[config.mk]
export PLATFORM = sky130hd
export DESIGN_NAME = md5_byte_stream_hasher_top
export DESIGN_NICKNAME = d
export VERILOG_FILES = /design/src/rtl/core/md5bsh_pkg.sv /design/src/rtl/core/md5bsh_front.sv /design/src/rtl/core/md5bsh_back.sv /design/src/rtl/core/md5_byte_stream_hasher_top.sv
export VERILOG_INCLUDE_DIRS = /design/src /design/src/rtl/core
export SDC_FILE = /design/constraint.sdc
export NUM_CORES = 2
export LEC_CHECK = 0
export BUFFER_PORTS_ARGS = -buffer_cell sky130_fd_sc_hd__buf_2
export CELL_PAD_IN_SITES_DETAIL_PLACEMENT = 1
export CELL_PAD_IN_SITES_GLOBAL_PLACEMENT = 2
export CORE_ASPECT_RATIO = 1.75
export CORE_MARGIN = 2
export CORE_UTILIZATION = 45
export DETAILED_ROUTE_END_ITERATION = 8
export MAX_ROUTING_LAYER = met4
export PLACE_DENSITY_LB_ADDON = 0.1
export SETUP_SLACK_MARGIN = 0.5
export SLEW_MARGIN = 20
export SYNTH_ARGS = -nofsm -noshare
export SYNTH_HDL_FRONTEND = slang
export SYNTH_SLANG_ARGS = --single-unit
[constraint.sdc]
create_clock -name clk -period 24.1 [get_ports clk]
set_input_delay 4.82 -clock clk [delete_from_list [all_inputs] [get_ports clk]]
set_output_delay 4.82 -clock clk [all_outputs]
set_load 0.005 [all_outputs]
[src/rtl/core/md5_byte_stream_hasher_top_macros.svh]
// ----------------------------------------------------------------------------
// MD5 byte-stream hasher: assertion macros
// Concurrent checks sampled on clk, switched off while rst_n is low.
// ----------------------------------------------------------------------------
`ifndef MD5_BYTE_STREAM_HASHER_TOP_MACROS_SVH
`define MD5_BYTE_STREAM_HASHER_TOP_MACROS_SVH

// Same-cycle implication.
`define MD5BSH_ASSERT_NOW(lbl, ante, cons, msg) \
    lbl: assert property (@(posedge clk) disable iff (!rst_n) (ante) |-> (cons)) \
        else $error(msg);

// Next-cycle implication.
`define MD5BSH_ASSERT_NEXT(lbl, ante, cons, msg) \
    lbl: assert property (@(posedge clk) disable iff (!rst_n) (ante) |=> (cons)) \
        else $error(msg);

`endif

[src/rtl/core/md5bsh_pkg.sv]
`timescale 1ns / 1ps
// ----------------------------------------------------------------------------
// md5bsh_pkg
// Shared types, constants and round tables of the MD5 byte-stream hasher.
// ----------------------------------------------------------------------------
package md5bsh_pkg;

    // Classification of an input beat
    typedef enum logic
    {
        KIND_DATA   = 1'b0,
        KIND_FINISH = 1'b1
    } item_kind_t;

    // Input beat
    typedef struct packed
    {
        logic       func;
        logic [7:0] data_byte;
    } msg_item_t;

    // Output beat
    typedef struct packed
    {
        logic [31:0] digest_word;
        logic [1:0]  word_index;
        logic        last_word;
    } digest_item_t;

    // Head of the queue as seen by the back end
    typedef struct packed
    {
        logic       valid;
        item_kind_t kind;
        logic [7:0] data_byte;
    } q_head_t;

    // Initial chaining words
    localparam logic [31:0] IV0 = 32'h67452301;
    localparam logic [31:0] IV1 = 32'hefcdab89;
    localparam logic [31:0] IV2 = 32'h98badcfe;
    localparam logic [31:0] IV3 = 32'h10325476;

    // Padding
    localparam logic [7:0] PAD_BYTE   = 8'h80;
    localparam logic [7:0] ZERO_BYTE  = 8'h00;
    localparam logic [5:0] LEN_OFFSET = 6'd56;
    localparam logic [5:0] BLOCK_LAST = 6'd63;
    localparam logic [5:0] ROUND_LAST = 6'd63;
    localparam logic [1:0] WORD_LAST  = 2'd3;

    // Additive constant of each round
    function automatic logic [31:0] round_k(input logic [5:0] r);
        logic [31:0] k;
        begin
            unique case (r)
                6'd0:  k = 32'hd76aa478;  6'd1:  k = 32'he8c7b756;
                6'd2:  k = 32'h242070db;  6'd3:  k = 32'hc1bdceee;
                6'd4:  k = 32'hf57c0faf;  6'd5:  k = 32'h4787c62a;
                6'd6:  k = 32'ha8304613;  6'd7:  k = 32'hfd469501;
                6'd8:  k = 32'h698098d8;  6'd9:  k = 32'h8b44f7af;
                6'd10: k = 32'hffff5bb1;  6'd11: k = 32'h895cd7be;
                6'd12: k = 32'h6b901122;  6'd13: k = 32'hfd987193;
                6'd14: k = 32'ha679438e;  6'd15: k = 32'h49b40821;
                6'd16: k = 32'hf61e2562;  6'd17: k = 32'hc040b340;
                6'd18: k = 32'h265e5a51;  6'd19: k = 32'he9b6c7aa;
                6'd20: k = 32'hd62f105d;  6'd21: k = 32'h02441453;
                6'd22: k = 32'hd8a1e681;  6'd23: k = 32'he7d3fbc8;
                6'd24: k = 32'h21e1cde6;  6'd25: k = 32'hc33707d6;
                6'd26: k = 32'hf4d50d87;  6'd27: k = 32'h455a14ed;
                6'd28: k = 32'ha9e3e905;  6'd29: k = 32'hfcefa3f8;
                6'd30: k = 32'h676f02d9;  6'd31: k = 32'h8d2a4c8a;
                6'd32: k = 32'hfffa3942;  6'd33: k = 32'h8771f681;
                6'd34: k = 32'h6d9d6122;  6'd35: k = 32'hfde5380c;
                6'd36: k = 32'ha4beea44;  6'd37: k = 32'h4bdecfa9;
                6'd38: k = 32'hf6bb4b60;  6'd39: k = 32'hbebfbc70;
                6'd40: k = 32'h289b7ec6;  6'd41: k = 32'heaa127fa;
                6'd42: k = 32'hd4ef3085;  6'd43: k = 32'h04881d05;
                6'd44: k = 32'hd9d4d039;  6'd45: k = 32'he6db99e5;
                6'd46: k = 32'h1fa27cf8;  6'd47: k = 32'hc4ac5665;
                6'd48: k = 32'hf4292244;  6'd49: k = 32'h432aff97;
                6'd50: k = 32'hab9423a7;  6'd51: k = 32'hfc93a039;
                6'd52: k = 32'h655b59c3;  6'd53: k = 32'h8f0ccc92;
                6'd54: k = 32'hffeff47d;  6'd55: k = 32'h85845dd1;
                6'd56: k = 32'h6fa87e4f;  6'd57: k = 32'hfe2ce6e0;
                6'd58: k = 32'ha3014314;  6'd59: k = 32'h4e0811a1;
                6'd60: k = 32'hf7537e82;  6'd61: k = 32'hbd3af235;
                6'd62: k = 32'h2ad7d2bb;  6'd63: k = 32'heb86d391;
                default: k = 32'h0;
            endcase
            return k;
        end
    endfunction

    // Rotate amount: four per quarter, chosen by the low two round bits
    function automatic logic [4:0] round_s(input logic [5:0] r);
        logic [4:0] s;
        begin
            unique case ({r[5:4], r[1:0]})
                4'd0:  s = 5'd7;   4'd1:  s = 5'd12;
                4'd2:  s = 5'd17;  4'd3:  s = 5'd22;
                4'd4:  s = 5'd5;   4'd5:  s = 5'd9;
                4'd6:  s = 5'd14;  4'd7:  s = 5'd20;
                4'd8:  s = 5'd4;   4'd9:  s = 5'd11;
                4'd10: s = 5'd16;  4'd11: s = 5'd23;
                4'd12: s = 5'd6;   4'd13: s = 5'd10;
                4'd14: s = 5'd15;  4'd15: s = 5'd21;
                default: s = 5'd0;
            endcase
            return s;
        end
    endfunction

    // Message word used by a round (all arithmetic mod 16)
    function automatic logic [3:0] round_g(input logic [5:0] r);
        logic [3:0] lo;
        logic [3:0] g;
        begin
            lo = r[3:0];
            unique case (r[5:4])
                2'd0:    g = lo;
                2'd1:    g = 4'(lo * 4'd5) + 4'd1;
                2'd2:    g = 4'(lo * 4'd3) + 4'd5;
                2'd3:    g = 4'(lo * 4'd7);
                default: g = lo;
            endcase
            return g;
        end
    endfunction

    // Boolean function of a round
    function automatic logic [31:0] round_f(input logic [1:0] quarter,
                                            input logic [31:0] b,
                                            input logic [31:0] c,
                                            input logic [31:0] d);
        logic [31:0] f;
        begin
            unique case (quarter)
                2'd0:    f = (b & c) | (~b & d);
                2'd1:    f = (d & b) | (~d & c);
                2'd2:    f = b ^ c ^ d;
                2'd3:    f = c ^ (b | ~d);
                default: f = b ^ c ^ d;
            endcase
            return f;
        end
    endfunction

    // Rotate left by 0..31
    function automatic logic [31:0] rotl(input logic [31:0] x, input logic [4:0] s);
        logic [63:0] dbl;
        begin
            dbl = {x, x} << s;
            return dbl[63:32];
        end
    endfunction

endpackage

[src/rtl/core/md5bsh_front.sv]
`timescale 1ns / 1ps
// ----------------------------------------------------------------------------
// md5bsh_front
// Input side: accepts message beats, classifies them and queues them for the
// back end so that either side can stall on its own.
// ----------------------------------------------------------------------------
module md5bsh_front #(
    parameter int QUEUE_DEPTH = 4
) (
    input  logic                   clk,
    input  logic                   rst_n,
    input  logic                   msg_valid,
    output logic                   msg_stall,
    input  md5bsh_pkg::msg_item_t  msg,
    output md5bsh_pkg::q_head_t    q_head,
    input  logic                   q_pop
);

    localparam int PTR_W = (QUEUE_DEPTH > 1) ? $clog2(QUEUE_DEPTH) : 1;
    localparam int CNT_W = $clog2(QUEUE_DEPTH + 1);
    localparam logic [PTR_W-1:0] PTR_LAST = PTR_W'(QUEUE_DEPTH - 1);
    localparam logic [CNT_W-1:0] CNT_FULL = CNT_W'(QUEUE_DEPTH);

    typedef struct packed
    {
        md5bsh_pkg::item_kind_t kind;
        logic [7:0]             data_byte;
    } q_entry_t;

    q_entry_t         entry_reg [QUEUE_DEPTH];
    logic [PTR_W-1:0] wr_ptr_reg, wr_ptr_next;
    logic [PTR_W-1:0] rd_ptr_reg, rd_ptr_next;
    logic [CNT_W-1:0] fill_reg, fill_next;
    logic             push;
    logic             pop;
    q_entry_t         new_entry;

    // Classify the incoming beat
    always_comb
    begin
        new_entry.kind      = msg.func ? md5bsh_pkg::KIND_FINISH : md5bsh_pkg::KIND_DATA;
        new_entry.data_byte = msg.data_byte;
    end

    assign msg_stall = (fill_reg == CNT_FULL);
    assign push      = msg_valid && !msg_stall;
    assign pop       = q_pop && (fill_reg != '0);

    // Present the oldest entry
    always_comb
    begin
        q_head.valid     = (fill_reg != '0);
        q_head.kind      = entry_reg[rd_ptr_reg].kind;
        q_head.data_byte = entry_reg[rd_ptr_reg].data_byte;
    end

    // Advance pointers and fill level
    always_comb
    begin
        wr_ptr_next = wr_ptr_reg;
        rd_ptr_next = rd_ptr_reg;
        fill_next   = fill_reg;
        if (push)
        begin
            wr_ptr_next = (wr_ptr_reg == PTR_LAST) ? '0 : wr_ptr_reg + 1'b1;
        end
        if (pop)
        begin
            rd_ptr_next = (rd_ptr_reg == PTR_LAST) ? '0 : rd_ptr_reg + 1'b1;
        end
        if (push && !pop)
        begin
            fill_next = fill_reg + 1'b1;
        end
        else if (pop && !push)
        begin
            fill_next = fill_reg - 1'b1;
        end
    end

    always_ff @(posedge clk or negedge rst_n)
    begin
        if (!rst_n)
        begin
            wr_ptr_reg <= '0;
            rd_ptr_reg <= '0;
            fill_reg   <= '0;
        end
        else
        begin
            wr_ptr_reg <= wr_ptr_next;
            rd_ptr_reg <= rd_ptr_next;
            fill_reg   <= fill_next;
        end
    end

    // Hold queued beats
    always_ff @(posedge clk)
    begin
        if (push)
        begin
            entry_reg[wr_ptr_reg] <= new_entry;
        end
    end

endmodule

[src/rtl/core/md5bsh_back.sv]
`timescale 1ns / 1ps
// ----------------------------------------------------------------------------
// md5bsh_back
// Execution side: fills the 64-byte block, pads at finish, runs one MD5
// round per cycle and drives the digest words through an output register.
// ----------------------------------------------------------------------------
module md5bsh_back (
    input  logic                     clk,
    input  logic                     rst_n,
    input  md5bsh_pkg::q_head_t      q_head,
    output logic                     q_pop,
    output logic                     digest_valid,
    input  logic                     digest_stall,
    output md5bsh_pkg::digest_item_t digest
);

    typedef enum logic [5:0]
    {
        ST_IDLE  = 6'b000001,
        ST_PAD   = 6'b000010,
        ST_LOAD  = 6'b000100,
        ST_ROUND = 6'b001000,
        ST_ADD   = 6'b010000,
        ST_EMIT  = 6'b100000
    } state_t;

    state_t       state_reg, state_next;
    logic [31:0]  chain_reg [4];
    logic [31:0]  chain_next [4];
    logic [63:0]  count_reg, count_next;
    logic [63:0]  bits_reg, bits_next;
    logic         pad_busy_reg, pad_busy_next;
    logic         pad_first_reg, pad_first_next;
    logic         len_phase_reg, len_phase_next;
    logic [5:0]   rnd_reg, rnd_next;
    logic [31:0]  a_reg, b_reg, c_reg, d_reg;
    logic [31:0]  a_next, b_next, c_next, d_next;
    logic [1:0]   emit_idx_reg, emit_idx_next;
    logic         out_valid_reg, out_valid_next;
    md5bsh_pkg::digest_item_t out_reg, out_next;

    // Block memory: sixteen little-endian words, byte-lane writes
    logic [31:0]  blk_mem [16];
    logic [31:0]  rdata_reg;
    logic [3:0]   rd_addr;
    logic         wr_en;
    logic [7:0]   wr_byte;
    logic [5:0]   offset;

    // Round datapath
    logic [31:0]  f_val;
    logic [31:0]  t_val;
    logic [5:0]   rnd_inc;
    logic         out_load;

    assign offset  = count_reg[5:0];
    assign rnd_inc = rnd_reg + 6'd1;

    // One MD5 round on the current working words
    always_comb
    begin
        f_val = md5bsh_pkg::round_f(rnd_reg[5:4], b_reg, c_reg, d_reg);
        t_val = a_reg + f_val + md5bsh_pkg::round_k(rnd_reg) + rdata_reg;
    end

    assign out_load = (state_reg == ST_EMIT) && (!out_valid_reg || !digest_stall);

    // Sequencer
    always_comb
    begin
        state_next     = state_reg;
        count_next     = count_reg;
        bits_next      = bits_reg;
        pad_busy_next  = pad_busy_reg;
        pad_first_next = pad_first_reg;
        len_phase_next = len_phase_reg;
        rnd_next       = rnd_reg;
        a_next         = a_reg;
        b_next         = b_reg;
        c_next         = c_reg;
        d_next         = d_reg;
        emit_idx_next  = emit_idx_reg;
        chain_next     = chain_reg;
        q_pop          = 1'b0;
        wr_en          = 1'b0;
        wr_byte        = md5bsh_pkg::ZERO_BYTE;
        rd_addr        = '0;
        out_next       = out_reg;
        out_valid_next = out_valid_reg;

        // Drop the output beat once taken
        if (out_valid_reg && !digest_stall)
        begin
            out_valid_next = 1'b0;
        end

        unique case (state_reg)
            ST_IDLE:
            begin
                if (q_head.valid)
                begin
                    q_pop = 1'b1;
                    if (q_head.kind == md5bsh_pkg::KIND_DATA)
                    begin
                        wr_en      = 1'b1;
                        wr_byte    = q_head.data_byte;
                        count_next = count_reg + 64'd1;
                        if (offset == md5bsh_pkg::BLOCK_LAST)
                        begin
                            state_next = ST_LOAD;
                        end
                    end
                    else
                    begin
                        bits_next      = {count_reg[60:0], 3'b000};
                        pad_busy_next  = 1'b1;
                        pad_first_next = 1'b1;
                        len_phase_next = 1'b0;
                        state_next     = ST_PAD;
                    end
                end
            end
            ST_PAD:
            begin
                // Append the marker byte, zeros, then the bit length
                wr_en          = 1'b1;
                count_next     = count_reg + 64'd1;
                pad_first_next = 1'b0;
                if (pad_first_reg)
                begin
                    wr_byte = md5bsh_pkg::PAD_BYTE;
                end
                else if (len_phase_reg || offset == md5bsh_pkg::LEN_OFFSET)
                begin
                    wr_byte        = bits_reg[{offset[2:0], 3'b000} +: 8];
                    len_phase_next = 1'b1;
                end
                else
                begin
                    wr_byte = md5bsh_pkg::ZERO_BYTE;
                end
                if (offset == md5bsh_pkg::BLOCK_LAST)
                begin
                    state_next = ST_LOAD;
                end
            end
            ST_LOAD:
            begin
                // Copy chaining words and fetch the first message word
                a_next     = chain_reg[0];
                b_next     = chain_reg[1];
                c_next     = chain_reg[2];
                d_next     = chain_reg[3];
                rnd_next   = '0;
                rd_addr    = md5bsh_pkg::round_g(6'd0);
                state_next = ST_ROUND;
            end
            ST_ROUND:
            begin
                a_next   = d_reg;
                d_next   = c_reg;
                c_next   = b_reg;
                b_next   = b_reg + md5bsh_pkg::rotl(t_val, md5bsh_pkg::round_s(rnd_reg));
                rnd_next = rnd_inc;
                rd_addr  = md5bsh_pkg::round_g(rnd_inc);
                if (rnd_reg == md5bsh_pkg::ROUND_LAST)
                begin
                    state_next = ST_ADD;
                end
            end
            ST_ADD:
            begin
                chain_next[0] = chain_reg[0] + a_reg;
                chain_next[1] = chain_reg[1] + b_reg;
                chain_next[2] = chain_reg[2] + c_reg;
                chain_next[3] = chain_reg[3] + d_reg;
                if (!pad_busy_reg)
                begin
                    state_next = ST_IDLE;
                end
                else if (len_phase_reg)
                begin
                    emit_idx_next = '0;
                    state_next    = ST_EMIT;
                end
                else
                begin
                    state_next = ST_PAD;
                end
            end
            ST_EMIT:
            begin
                if (out_load)
                begin
                    out_next.digest_word = chain_reg[emit_idx_reg];
                    out_next.word_index  = emit_idx_reg;
                    out_next.last_word   = (emit_idx_reg == md5bsh_pkg::WORD_LAST);
                    out_valid_next       = 1'b1;
                    emit_idx_next        = emit_idx_reg + 2'd1;
                    if (emit_idx_reg == md5bsh_pkg::WORD_LAST)
                    begin
                        // Return to the initial chaining state
                        chain_next[0] = md5bsh_pkg::IV0;
                        chain_next[1] = md5bsh_pkg::IV1;
                        chain_next[2] = md5bsh_pkg::IV2;
                        chain_next[3] = md5bsh_pkg::IV3;
                        count_next    = '0;
                        pad_busy_next = 1'b0;
                        state_next    = ST_IDLE;
                    end
                end
            end
            default:
            begin
                state_next = ST_IDLE;
            end
        endcase
    end

    // Control state
    always_ff @(posedge clk or negedge rst_n)
    begin
        if (!rst_n)
        begin
            state_reg     <= ST_IDLE;
            chain_reg[0]  <= md5bsh_pkg::IV0;
            chain_reg[1]  <= md5bsh_pkg::IV1;
            chain_reg[2]  <= md5bsh_pkg::IV2;
            chain_reg[3]  <= md5bsh_pkg::IV3;
            count_reg     <= '0;
            pad_busy_reg  <= 1'b0;
            pad_first_reg <= 1'b0;
            len_phase_reg <= 1'b0;
            rnd_reg       <= '0;
            emit_idx_reg  <= '0;
            out_valid_reg <= 1'b0;
        end
        else
        begin
            state_reg     <= state_next;
            chain_reg     <= chain_next;
            count_reg     <= count_next;
            pad_busy_reg  <= pad_busy_next;
            pad_first_reg <= pad_first_next;
            len_phase_reg <= len_phase_next;
            rnd_reg       <= rnd_next;
            emit_idx_reg  <= emit_idx_next;
            out_valid_reg <= out_valid_next;
        end
    end

    // Datapath registers
    always_ff @(posedge clk)
    begin
        bits_reg <= bits_next;
        a_reg    <= a_next;
        b_reg    <= b_next;
        c_reg    <= c_next;
        d_reg    <= d_next;
        out_reg  <= out_next;
    end

    // Block memory write and registered read
    always_ff @(posedge clk)
    begin
        if (wr_en)
        begin
            blk_mem[offset[5:2]][{offset[1:0], 3'b000} +: 8] <= wr_byte;
        end
        rdata_reg <= blk_mem[rd_addr];
    end

    assign digest_valid = out_valid_reg;
    assign digest       = out_reg;

endmodule

[src/rtl/core/md5_byte_stream_hasher_top.sv]
`timescale 1ns / 1ps
// ----------------------------------------------------------------------------
// md5_byte_stream_hasher_top
// MD5 over a byte stream: message bytes in, four digest words out per message.
// ----------------------------------------------------------------------------
// Usage:
//   msg channel (msg_valid/msg_stall/msg): one beat per byte with func = 0,
//   then one beat with func = 1 to close the message. An empty message is a
//   lone finish beat.
//   digest channel (digest_valid/digest_stall/digest): four beats per
//   message, word_index 0..3, last_word set on the fourth.
// Flow:
//   The back end writes each data byte into the block memory. The 64th byte
//   of a block starts a compression (word fetch, 64 rounds, chaining add) in
//   the single round unit, during which no bytes are taken. A finish beat
//   writes the padding bytes one at a time, runs one or two compressions,
//   then loads word 0 into the output register.
//   A QUEUE_DEPTH-entry queue absorbs input beats while the back end works.
// Reset: clears the queue, the byte count and the output valid flag and loads
//   the initial chaining words; the block memory is not cleared.
// Stall: a stalled digest beat holds; the back end waits with the next word
//   and bytes keep queueing until the queue fills and msg_stall rises.
// ----------------------------------------------------------------------------
`include "md5_byte_stream_hasher_top_macros.svh"

module md5_byte_stream_hasher_top #(
    parameter int QUEUE_DEPTH = 4
) (
    input  logic                     clk,
    input  logic                     rst_n,
    input  logic                     msg_valid,
    output logic                     msg_stall,
    input  md5bsh_pkg::msg_item_t    msg,
    output logic                     digest_valid,
    input  logic                     digest_stall,
    output md5bsh_pkg::digest_item_t digest
);

    md5bsh_pkg::q_head_t q_head;
    logic                q_pop;

    // Accept and queue input beats
    md5bsh_front #(
        .QUEUE_DEPTH (QUEUE_DEPTH)
    ) u_front (
        .clk       (clk),
        .rst_n     (rst_n),
        .msg_valid (msg_valid),
        .msg_stall (msg_stall),
        .msg       (msg),
        .q_head    (q_head),
        .q_pop     (q_pop)
    );

    // Hash queued beats and emit the digest
    md5bsh_back u_back (
        .clk          (clk),
        .rst_n        (rst_n),
        .q_head       (q_head),
        .q_pop        (q_pop),
        .digest_valid (digest_valid),
        .digest_stall (digest_stall),
        .digest       (digest)
    );

    // Checks
    `MD5BSH_ASSERT_NOW(a_pop_needs_head, q_pop, q_head.valid, "pop from an empty queue")
    `MD5BSH_ASSERT_NOW(a_last_on_word3, digest_valid, digest.last_word == (digest.word_index == md5bsh_pkg::WORD_LAST), "last_word out of step with word_index")
    `MD5BSH_ASSERT_NEXT(a_words_back_to_back, digest_valid && !digest_stall && !digest.last_word, digest_valid, "gap inside a digest")
    `MD5BSH_ASSERT_NEXT(a_index_steps, digest_valid && !digest_stall && !digest.last_word, digest.word_index == 2'($past(digest.word_index) + 2'd1), "digest word index skipped")

endmodule

==> metrics.txt <==
synth unique cells 92; Tmin final 11.36 ns; row cnt 175; first-pass GRT wire length 312,100 um; YS warnings 0; CP most frequent cell a21oi_1; status finished clean; Setup crit start kind flip-flop; Core Area 0.1301 sq mm; Die H 483.4 um; H-tree depth 3; Crit Path Category flip-flop to flip-flop; vias in the first global route 47,746; starting density of the core 0.4544; DR vias 45,129; worst hold margin 0.4828 ns; # setup viols final 0; cell total after placement 7,179; Net Count, Synth 6,024; initial antenna violation count 2; Bufs and invs on worst path 5; Die Span X 277.9 um; # resized after CTS 0; Worst Path Max Fanout 15; Leakage 24.97 nW; # IOs 50; crit end category flip-flop; worst relative slew slack 0.1227; clk_lat worst skew 0.74 ns; Most used DFF post-synth edfxtp_1; number of vias per cell 6.128; cell area after synthesis 0.05910 sq mm; clk buf depth 3; # hold bufs at CTS 0; Final Max Slew Viols 0; clk_skew 0.04292 ns; sequential power share 0.434; CTS tree done; proportion of layout cells with a drive suffix above 1 0.09224; max reg flops 512; Non-Filler Instances 7,364; DIE AREA 0.1344 sq mm; worst slew pin tran 1.302 ns; setup bufs post-CTS 0; Hold Fails Final Rpt 0; Comb power frac 0.226; DRC viols 0; Mapped Cells 5,685; max-cap violations 0; Sw Share 0.3145; slowest stage delay, CP 0.88 ns; Sw Pwr 0.001538 W; post-synthesis sequential area ratio 0.4951; FF+latch count, synth 1,018; slowest stage cell, crit path ha_1; total CTS buffers 97; HP Class flip-flop to flip-flop; pin count of the biggest net entering global routing 169; CTS Root Cell clkbuf_16; slack of the critical path 12.74 ns; Worst VDD drop 0.06936 mV; Clock Sinks 1,018; Power Density 75.88 mW/mm^2; ys async rst share 0.2102; Crit path max-delay family compound AO/OA/AOI/OAI gates; # port buffers 49; Routed Antenna Nets 0; GRT Util Overall 0.3223; Routed WL per cell 28.73 um; Worst Path Arrival 11.81 ns; Pint 0.003353 W; Syn-to-layout area delta 9.072%; Clock Power Share 0.341; WP data required 24.55 ns; clock-pin slew on the worst setup and hold paths 0.07 ns; Detail Placement HPWL 154,200 um; fin nets 5,936; GP Congestion 1.000; DP Worst Slack 13.00 ns; setup TNS 0 ns; Starting DRT DRC Count 2,713; fmax 88.04 MHz; Layout fillers 14,116; RSZ-0062 raised after global routing false; synthesized area per cell 10.40 sq um; gr ovfl total 0; Post-synth EDFFs 772; DR pass1 iterations 6; Routed WL 211,500 um; Final Cycle Share 0.4713
## synth_stat cells, types with 8 or more instances
cell type	n	area, sq um
nand4_1	31	193.9
xnor2_1	142	1244
edfxtp_1	772	23180
buf_1	46	172.7
o311ai_0	17	148.9
or2_2	41	256.5
dfxtp_1	32	640.6
a211o_1	11	96.34
nor3_1	70	350.3
mux2i_1	166	1662
a21oi_1	418	2092
fa_1	68	1361
buf_2	18	90.09
mux4_2	59	1329
a31oi_1	98	613.1
nand2b_1	73	456.7
a21o_1	79	593.1
o211ai_1	25	187.7
o21a_1	47	352.8
inv_1	221	829.6
mux2_2	16	180.2
nand3_1	145	725.7
ha_1	258	3228
o221ai_1	10	87.58
a211oi_1	259	1944
and2_1	144	900.9
o21ai_0	344	1722
o21bai_1	19	142.6
o22ai_1	15	93.84
dfstp_2	65	1708
and3_1	25	156.4
nor4_1	8	50.05
dfrtp_1	149	3729
nand2_1	762	2860
o31ai_1	49	367.9
nor2b_1	28	175.2
nand3b_1	10	75.07
nor2_1	383	1438
xor2_1	115	1007
a221o_1	33	330.3
clkbuf_1	250	938.4
or3_1	28	175.2
## cells in the final DEF, fill, tap and decap left out, drive strengths merged, types with 29 or more instances in the layout
cell / n
xor2: 115
nand2: 763
xnor2: 142
dfrtp: 149
inv: 226
a211oi: 260
dfstp: 65
ha: 258
dfxtp: 32
nor2: 384
clkbuf: 120
a21oi: 418
o31ai: 49
o21a: 48
nor3: 75
or2: 41
nand2b: 74
and2: 145
edfxtp: 772
a21o: 79
nand3: 147
o21ai: 351
clkinv: 42
fa: 68
a31oi: 98
mux2i: 166
buf: 128
a221o: 33
nand4: 31
mux4: 59
or3: 29
## path summary, 6_finish.rpt
kind / start / to / slack [ns] / cells past startpoint
max in group asynchronous: rst_n / u_back.chain_reg[68]$_DFFE_PN0P_ / 17.99 / 3
setup reg to reg: u_back.rnd_reg[0]$_DFFE_PN0P_ / u_back.b_reg[30]$_DFFE_PP_ / 12.74 / 36
hold reg to reg: u_back.count_reg[60]$_DFFE_PN0P_ / u_back.bits_reg[63]$_DFFE_PP_ / 0.48 / 0
hold / removal: u_back.count_reg[60]$_DFFE_PN0P_ / u_back.bits_reg[63]$_DFFE_PP_ / 0.48 / 0
setup / recovery: u_back.rnd_reg[0]$_DFFE_PN0P_ / u_back.b_reg[30]$_DFFE_PP_ / 12.74 / 36
min in group asynchronous: rst_n / u_back.count_reg[42]$_DFFE_PN0P_ / 4.10 / 1
## per-layer routing
| metal | wire length [um] | up-vias | share of wire | GRT usage |
|---|---|---|---|---|
| li1 | - | 20592 | - | - |
| met1 | 72960 | 22913 | 0.34 | 0.3118 |
| met2 | 112600 | 1002 | 0.53 | 0.5820 |
| met3 | 6619 | 622 | 0.031 | 0.03823 |
| met4 | 19370 | 0 | 0.092 | 0.2479 |
| met5 | 0 | - | 0 | - |
## power groups by stage
stage,clock network [W],registers (W),logic (W)
after floorplan,0,0.00211,0.000727
after global placement,0,0.00215,0.00107
after detailed placement,0,0.00216,0.00109
after CTS,0.00169,0.00212,0.00110
after global routing,0.00174,0.00213,0.00119
final,0.00167,0.00212,0.00110
## logic make-up after synthesis
group / Yosys count / synth area share
AOI/OAI and AO/OA: 1521 / 0.1629
xor gates and xnor gates: 257 / 0.03809
adders and majority gates: 326 / 0.07766
buffers and inverters: 542 / 0.03493
DFF: 1018 / 0.4951
muxes: 242 / 0.05384
and+or+nand+nor: 1779 / 0.1375
## stage by stage
stage                     utilization  total power, W  cell area, sq um
after floorplan                     -        0.002841             59100
after global placement         0.4689        0.003221             60980
after detailed placement       0.4689        0.003250             60990
after CTS                      0.4953        0.004907             64420
after global routing           0.4956        0.005063             64460
final                          0.4956        0.004891             64460
## final cells by class
class | count | area (sq um) | area share
sequential | 1018 | 29270 | 0.4541
multi-input combinational | 4125 | 27920 | 0.4331
clock buffer | 120 | 2626 | 0.04074
tap | 1681 | 2103 | 0.03263
timing repair buffer | 128 | 873.3 | 0.01355
inverter | 227 | 857.1 | 0.01330
clock inverter | 63 | 803.3 | 0.01246
antenna | 2 | 5.005 | 0.00007764
(Power assumes the default switching activity.)
